--- config.mk ---
export PLATFORM = sky130hd
export DESIGN_NAME = aabb_pairwise_collision_table
export DESIGN_NICKNAME = d
export VERILOG_FILES = /design/src/rtl/act_pkg.sv /design/src/rtl/act_front.sv /design/src/rtl/act_back.sv /design/src/rtl/aabb_pairwise_collision_table.sv
export SDC_FILE = /design/constraint.sdc
export NUM_CORES = 2
export LEC_CHECK = 0
export ABC_AREA = 0
export BUFFER_PORTS_ARGS = -buffer_cell sky130_fd_sc_hd__buf_2
export CAP_MARGIN = 20
export CORE_ASPECT_RATIO = 1.75
export CORE_MARGIN = 4
export CORE_UTILIZATION = 47
export DETAILED_ROUTE_END_ITERATION = 16
export GPL_ROUTABILITY_DRIVEN = 0
export RECOVER_POWER = 50
export SLEW_MARGIN = 10
export SYNTH_ARGS = -nofsm -noshare
export SYNTH_HDL_FRONTEND = slang
export SYNTH_SLANG_ARGS = --single-unit
--- constraint.sdc ---
create_clock -name clk_i -period 9.8 [get_ports clk_i]
set_input_delay 0.98 -clock clk_i [delete_from_list [all_inputs] [get_ports clk_i]]
set_output_delay 0.98 -clock clk_i [all_outputs]
set_load 0.05 [all_outputs]
--- src/rtl/act_pkg.sv ---
// Package: word types and codes for the collision table
package act_pkg;
  localparam logic [1:0] FuncAdd   = 2'd0;
  localparam logic [1:0] FuncClear = 2'd1;
  localparam logic [1:0] FuncExec  = 2'd2;
  localparam logic [1:0] FuncTest  = 2'd3;

  localparam logic [1:0] ResAck  = 2'd0;
  localparam logic [1:0] ResPair = 2'd1;
  localparam logic [1:0] ResTest = 2'd2;
  localparam logic [1:0] ResDone = 2'd3;

  typedef struct packed {
    logic [1:0]         func;
    logic signed [15:0] ax;
    logic signed [15:0] ay;
    logic signed [15:0] bx;
    logic signed [15:0] by;
    logic [14:0]        extent_x;
    logic [14:0]        extent_y;
    logic [2:0]         kind;
    logic [15:0]        tag;
  } in_word_t;

  typedef struct packed {
    logic [1:0]  result_kind;
    logic [15:0] first_tag;
    logic [15:0] second_tag;
    logic [2:0]  first_kind;
    logic [2:0]  second_kind;
    logic        hit;
    logic        dropped;
    logic        last;
  } out_word_t;

  typedef struct packed {
    logic signed [15:0] min_x;
    logic signed [15:0] min_y;
    logic signed [15:0] max_x;
    logic signed [15:0] max_y;
    logic [2:0]         kind;
    logic [15:0]        tag;
  } box_t;

  // classified command passed from front to back
  typedef struct packed {
    logic [1:0] func;
    box_t       box;
  } cmd_t;

  function automatic logic signed [15:0] sat16(input logic signed [17:0] v);
    if (v < -18'sd32768) return -16'sd32768;
    if (v > 18'sd32767) return 16'sd32767;
    return v[15:0];
  endfunction
endpackage

--- src/rtl/act_front.sv ---
// Front end: accepts input words, widens add boxes, queues commands
module act_front (
  input  logic              clk_i,
  input  logic              rst_ni,
  input  logic              in_valid_i,
  output logic              in_stall_o,
  input  act_pkg::in_word_t in_data_i,
  output logic              cmd_valid_o,
  input  logic              cmd_pop_i,
  output act_pkg::cmd_t     cmd_o
);
  localparam int Depth = 2;
  act_pkg::cmd_t fifo_q [Depth];
  logic [0:0] wp_q, rp_q;
  logic [1:0] cnt_q;
  act_pkg::cmd_t c;
  logic signed [15:0] lo_x, hi_x, lo_y, hi_y;
  logic [14:0] hx, hy;
  logic push;

  always_comb begin
    hx = {1'b0, in_data_i.extent_x[14:1]};
    hy = {1'b0, in_data_i.extent_y[14:1]};
    lo_x = (in_data_i.ax < in_data_i.bx) ? in_data_i.ax : in_data_i.bx;
    hi_x = (in_data_i.ax > in_data_i.bx) ? in_data_i.ax : in_data_i.bx;
    lo_y = (in_data_i.ay < in_data_i.by) ? in_data_i.ay : in_data_i.by;
    hi_y = (in_data_i.ay > in_data_i.by) ? in_data_i.ay : in_data_i.by;
    c.func = in_data_i.func;
    c.box.kind = in_data_i.kind;
    c.box.tag = in_data_i.tag;
    if (in_data_i.func == act_pkg::FuncAdd) begin
      c.box.min_x = act_pkg::sat16(18'(lo_x) - $signed({3'b0, hx}));
      c.box.max_x = act_pkg::sat16(18'(hi_x) + $signed({3'b0, in_data_i.extent_x - hx}));
      c.box.min_y = act_pkg::sat16(18'(lo_y) - $signed({3'b0, hy}));
      c.box.max_y = act_pkg::sat16(18'(hi_y) + $signed({3'b0, in_data_i.extent_y - hy}));
    end else begin
      c.box.min_x = in_data_i.ax;
      c.box.min_y = in_data_i.ay;
      c.box.max_x = in_data_i.bx;
      c.box.max_y = in_data_i.by;
    end
  end

  assign in_stall_o = (cnt_q == 2'(Depth));
  assign push = in_valid_i && !in_stall_o;
  assign cmd_valid_o = (cnt_q != 2'd0);
  assign cmd_o = fifo_q[rp_q];

  always_ff @(posedge clk_i) begin
    if (push) fifo_q[wp_q] <= c;
  end

  always_ff @(posedge clk_i or negedge rst_ni) begin
    if (!rst_ni) begin
      wp_q <= '0;
      rp_q <= '0;
      cnt_q <= '0;
    end else begin
      if (push) wp_q <= wp_q + 1'b1;
      if (cmd_pop_i) rp_q <= rp_q + 1'b1;
      cnt_q <= cnt_q + 2'(push) - 2'(cmd_pop_i);
    end
  end
endmodule

--- src/rtl/act_back.sv ---
// Back end: box table, pair scan and test sequencer with output register
module act_back #(
  parameter int MaxEntries = 8,
  parameter int KindCount  = 8
) (
  input  logic               clk_i,
  input  logic               rst_ni,
  input  logic [63:0]        pair_enable_i,
  input  logic               cmd_valid_i,
  output logic               cmd_pop_o,
  input  act_pkg::cmd_t      cmd_i,
  output logic               out_valid_o,
  input  logic               out_stall_i,
  output act_pkg::out_word_t out_data_o
);
  localparam int IW = (MaxEntries > 1) ? $clog2(MaxEntries) : 1;
  localparam int CW = $clog2(MaxEntries + 1);
  localparam logic [2:0] StIdle = 3'd0, StScan = 3'd1, StTest = 3'd2, StDone = 3'd3;

  act_pkg::box_t tab_q [MaxEntries];
  logic [CW-1:0] count_q, count_d;
  logic [2:0] st_q, st_d;
  logic [CW-1:0] i_q, i_d, j_q, j_d;
  act_pkg::box_t q_q;
  logic hit_q, hit_d;
  logic tst_q;
  logic out_valid_q;
  act_pkg::out_word_t out_data_q, word_d;
  logic ld, free, full;
  act_pkg::box_t bi, bj;
  logic ovl, fwd, rev, okind;

  function automatic logic en(input logic [63:0] m, input logic [2:0] a, input logic [2:0] b);
    logic [6:0] idx;
    idx = 7'(a) * 7'(KindCount) + 7'(b);
    if (32'(a) >= KindCount || 32'(b) >= KindCount) return 1'b0;
    return m[idx[5:0]];
  endfunction

  function automatic logic overl(input act_pkg::box_t a, input act_pkg::box_t b);
    return a.min_x <= b.max_x && b.min_x <= a.max_x &&
           a.min_y <= b.max_y && b.min_y <= a.max_y;
  endfunction

  assign free = !out_valid_q || !out_stall_i;
  assign full = (count_q >= CW'(MaxEntries));
  assign out_valid_o = out_valid_q;
  assign out_data_o = out_data_q;

  always_comb begin
    bi = tab_q[i_q[IW-1:0]];
    bj = (st_q == StTest) ? q_q : tab_q[j_q[IW-1:0]];
    ovl = overl(bi, bj);
    fwd = en(pair_enable_i, bi.kind, bj.kind);
    rev = en(pair_enable_i, bj.kind, bi.kind);
    okind = (bi.kind == q_q.kind);
    cmd_pop_o = (st_q == StIdle) && cmd_valid_i && free;
  end

  always_comb begin
    st_d = st_q;
    count_d = count_q;
    i_d = i_q;
    j_d = j_q;
    hit_d = hit_q;
    ld = 1'b0;
    word_d = '0;
    unique case (st_q)
      StIdle: if (cmd_pop_o) begin
        i_d = '0;
        j_d = CW'(1);
        hit_d = 1'b0;
        unique case (cmd_i.func) inside
          act_pkg::FuncAdd, act_pkg::FuncClear: begin
            ld = 1'b1;
            word_d.result_kind = act_pkg::ResAck;
            word_d.last = 1'b1;
            if (cmd_i.func == act_pkg::FuncClear) count_d = '0;
            else if (full) word_d.dropped = 1'b1;
            else count_d = count_q + 1'b1;
          end
          act_pkg::FuncExec: st_d = (count_q > CW'(1)) ? StScan : StDone;
          default: st_d = (count_q != '0) ? StTest : StDone;
        endcase
      end
      StScan: if (free) begin
        if ((fwd || rev) && ovl) begin
          ld = 1'b1;
          word_d.result_kind = act_pkg::ResPair;
          word_d.first_tag = fwd ? bi.tag : bj.tag;
          word_d.second_tag = fwd ? bj.tag : bi.tag;
          word_d.first_kind = fwd ? bi.kind : bj.kind;
          word_d.second_kind = fwd ? bj.kind : bi.kind;
        end
        if (j_q + 1'b1 >= count_q) begin
          if (i_q + CW'(2) >= count_q) st_d = StDone;
          i_d = i_q + 1'b1;
          j_d = i_q + CW'(2);
        end else j_d = j_q + 1'b1;
      end
      StTest: begin
        if (okind && ovl) hit_d = 1'b1;
        if (i_q + 1'b1 >= count_q) st_d = StDone;
        else i_d = i_q + 1'b1;
      end
      StDone: if (free) begin
        ld = 1'b1;
        word_d.last = 1'b1;
        st_d = StIdle;
        if (tst_q) begin
          word_d.result_kind = act_pkg::ResTest;
          word_d.hit = hit_q;
        end else word_d.result_kind = act_pkg::ResDone;
      end
      default: st_d = StIdle;
    endcase
  end

  always_ff @(posedge clk_i) begin
    if (cmd_pop_o && cmd_i.func == act_pkg::FuncAdd && !full)
      tab_q[count_q[IW-1:0]] <= cmd_i.box;
    if (cmd_pop_o) q_q <= cmd_i.box;
  end

  always_ff @(posedge clk_i or negedge rst_ni) begin
    if (!rst_ni) begin
      st_q <= StIdle;
      count_q <= '0;
      i_q <= '0;
      j_q <= '0;
      hit_q <= 1'b0;
      tst_q <= 1'b0;
      out_valid_q <= 1'b0;
      out_data_q <= '0;
    end else begin
      st_q <= st_d;
      count_q <= count_d;
      i_q <= i_d;
      j_q <= j_d;
      hit_q <= hit_d;
      // remembers whether the pending done word answers a test
      if (cmd_pop_o) tst_q <= (cmd_i.func == act_pkg::FuncTest);
      if (ld) begin
        out_valid_q <= 1'b1;
        out_data_q <= word_d;
      end else if (!out_stall_i) out_valid_q <= 1'b0;
    end
  end
endmodule

--- src/rtl/aabb_pairwise_collision_table.sv ---
// Top level of the pairwise box collision table
// channel | direction | handshake
// in      | input     | in_valid_i / in_stall_o, word in_data_i
// out     | output    | out_valid_o / out_stall_i, word out_data_o
// cfg     | input     | cfg_we_i / cfg_wdata_i, pair enable mask
// add, clear: 1 word, through the two-entry command queue.
// execute: one stored pair per cycle through the single overlap comparator
//   while the output is not stalled.
// test: one stored entry per cycle.
// Reset empties the table at once; output stall holds the scan in place.
module aabb_pairwise_collision_table #(
  parameter int MAX_ENTRIES = 8,
  parameter int KIND_COUNT  = 8
) (
  input  logic               clk_i,
  input  logic               rst_ni,
  input  logic               cfg_we_i,
  input  logic [63:0]        cfg_wdata_i,
  input  logic               in_valid_i,
  output logic               in_stall_o,
  input  act_pkg::in_word_t  in_data_i,
  output logic               out_valid_o,
  input  logic               out_stall_i,
  output act_pkg::out_word_t out_data_o
);
  logic [63:0] pair_enable_q;
  logic cmd_valid, cmd_pop;
  act_pkg::cmd_t cmd;

  always_ff @(posedge clk_i or negedge rst_ni) begin
    if (!rst_ni) pair_enable_q <= '0;
    else if (cfg_we_i) pair_enable_q <= cfg_wdata_i;
  end

  act_front u_front (
    .clk_i, .rst_ni, .in_valid_i, .in_stall_o, .in_data_i,
    .cmd_valid_o(cmd_valid), .cmd_pop_i(cmd_pop), .cmd_o(cmd)
  );

  act_back #(.MaxEntries(MAX_ENTRIES), .KindCount(KIND_COUNT)) u_back (
    .clk_i, .rst_ni, .pair_enable_i(pair_enable_q),
    .cmd_valid_i(cmd_valid), .cmd_pop_o(cmd_pop), .cmd_i(cmd),
    .out_valid_o, .out_stall_i, .out_data_o
  );
endmodule

==> out/results.ini <==
[run_status]
status = finished with violations
violations = max-capacitance violations, max-slew violations

[timing]
fin_hold_ws_ns = 0.4835
min_period_ns = 6.730
tightest_slew_ns = 4.202
setup-tns-final_ns = 0
maxSlewHeadroom = -1.802
fin_worst_skew_ns = 0.02138
setup_ws_ns = 3.070
hold_violations = 0
rsz0062_at_grt = false
slew_viol_final = 400
finalCritPeriodShare = 0.6867
fmax_ghz = 0.1486
setup_violations = 0

[grt]
track_usage = 0.2320
overflow = 0
grt_pass1_vias = 34505
grt_pass1_wl_mm = 210.5
grt_start_max_net_pins = 106
antenna_found_initial = 0

[cts]
cts_tree = yes
clock_sinks = 1029
cts_buffer_depth = 3
clkTransAtPathRegs_ns = 0.06
ctsHoldBuffers = 0
post_cts_buffers = 0
cts_resized = 0
cts-root-buf = clkbuf_16
clock_latency_ns = 0.69
htree_levels = 3
cts_buffers = 96

[setup_path]
cp_common_cell = o21a_1
timing_worst_setup_path_type = in -> reg
worstPathMaxFanout = 16
critPathBufInv = 2
cp.arrival_ns = 7.09
crit_required_ns = 10.16
crit_family = compound AO/OA/AOI/OAI gates
cp-end-kind = register
slowest_stage = a21oi_1
path_cells = buf_2 > inv_1 > ha_1 > nor2b_1 > o21a_1 > o21a_1 > o21ai_1 > a21boi_1 > o41ai_2 > nand2b_1 > mux2_2 > ha_1 > a21o_1 > a21o_1 > a2111oi_0 > o211ai_1 > a221oi_1 > nor2b_1 > o21a_1 > nor2_1 > xor2_1 > a21oi_1 > a22oi_1
cpPeakStageDelay_ns = 0.79
start_kind = primary input

[pwr]
p_total_mw = 17.22
p_leak_nw = 21.86
ir_drop_mv = 0.2399
p_per_area_nw_per_um2 = 291.2

[detailed_routing]
routedWlPerCell_um = 25.49
dr_wl_met3_mm = 6.199
drt-met1-wl_mm = 53.39
wl_mm = 139.9
vias = 32970
first_pass_iters = 6
drc = 0
vias_per_cell = 6.007
ant_nets = 0
routed.top_layer = met4
wl_met2_mm = 75.55
drt-initial-drc-count = 2249

[logic_synthesis]
synth.ff_latch_count = 1029
synth_top_flop_cell = edfxtp_1
yosysSeqAreaShare = 0.5674
yosys_warnings = 0
post_synth.cell_area_avg_sq_um = 14.26
synth_top_area_frac = 0.5073
async_reset_ff_frac = 0.1244
synth-edff-count = 901
postSynthCellCount = 3739
yosys.area.top_type = edfxtp_1
synth_area_leaders = edfxtp_1 (51%), mux4_2 (14%), dfrtp_1 (6.0%), ha_1 (4.8%), mux2_2 (3.5%)
syn_nets = 4135
netlist_area_sq_um = 53330
ys_types = 81

[place]
placed_area_sq_um = 56150
place_inst = 5312
dp_hpwl_mm = 90.11
pre_cts_ws_ns = 2.472
portBuffers = 228

[floorplan]
core_area_sq_um = 112800
start_util = 0.4728
die_x_um = 262.6
die-area_sq_um = 119100
ios = 229
row_count = 163
die_h_um = 453.6

[finish]
stdcell_count = 5489
fin_util = 0.5243
area_growth_pct = 10.88
drive_gt1_frac = 0.2043
nets = 4321
antennaDiodeCount = 0
fin_area_sq_um = 59130

[worst_hold_path]
hp-class = in -> reg

[job]
max_cap_violations = 9

[routing by layer]
layer  vias up  track usage
li1      14903            -
met1     16913       0.2745
met2       943       0.4387
met3       211      0.02524
met4         0      0.07997
met5         -            0
[final timing paths]
path	start	to	slack (ns)	cells after the start
worst max-delay path	in_data_i[66]	u_front.fifo_q[0][43]$_DFFE_PP_	3.07	23
worst min-delay path	in_data_i[14]	u_front.fifo_q[0][14]$_DFFE_PP_	0.48	1
worst max register to register	u_back.j_q[0]$_DFFE_PN0P_	u_back.out_data_o[28]$_DFFE_PN0P_	3.69	18
max in group asynchronous	rst_ni	u_back.j_q[0]$_DFFE_PN0P_	3.11	2
worst min register to register	u_back.out_data_o[1]$_DFFE_PN0P_	u_back.out_data_o[1]$_DFFE_PN0P_	0.49	1
min in group asynchronous	rst_ni	pair_enable_q[51]$_DFFE_PN0P_	1.40	1
[cell type report]
type	count	area [sq um]
clock buffer	119	2605
clock inverter	58	493.0
fill	9410	53650
inverter	145	550.5
multi-input combinational	2363	21800
sequential	1029	30280
tap	1485	1858
timing repair buffer	290	1553
[report_power, final]
group	internal [mW]	switching (mW)
Sequential	5.78	0.349
Clock	2.07	1.64
Combinational	2.79	4.58
[synthesized netlist by cell type (22+ instances only)]
cell / number
xnor2_1: 53
a221o_1: 36
dfrtp_1: 128
ha_1: 206
o21ai_0: 137
mux2_2: 165
nor3_1: 28
xor2_1: 22
inv_1: 141
o22ai_1: 35
nor2_1: 157
clkbuf_1: 130
mux2i_1: 172
buf_1: 54
a21oi_1: 190
edfxtp_1: 901
nor2b_1: 28
mux4_2: 323
o21ai_1: 29
o21a_1: 29
nand4_1: 23
nand2_1: 444
a21o_1: 48
[layout by cell type (no fill, tap or decap), drive strengths merged, types with 166 or more instances in the layout]
cell type / n
edfxtp: 901
nand2: 444
mux4: 323
buf: 225
ha: 206
a21oi: 190
clkbuf: 184
mux2i: 174
mux2: 167
o21ai: 166
[cell families after synthesis]
| family | after synthesis | share of synthesized area |
|---|---|---|
| AOI/OAI and AO/OA | 654 | 0.07902 |
| adders and majority gates | 212 | 0.05058 |
| muxes | 664 | 0.2046 |
| and+or+nand+nor | 758 | 0.06020 |
| xor gates and xnor gates | 75 | 0.01232 |
| buffers and inverters | 347 | 0.02583 |
| DFF | 1029 | 0.5674 |
[state kept, by name, summed over array words and instances (netlist names)]
signal	flops
u_back.tab_q	664
u_front.fifo_q	170
u_back.q_q	67
pair_enable_q	64
u_back.out_data_o	43
u_back.count_q	4
u_back.i_q	4
u_back.j_q	4
u_back.st_q	2
u_front.cnt_q	2
u_back.hit_q	1
u_back.out_valid_o	1
u_back.tst_q	1
u_front.rp_q	1
u_front.wp_q	1
Power figures use the tool's default switching activity.
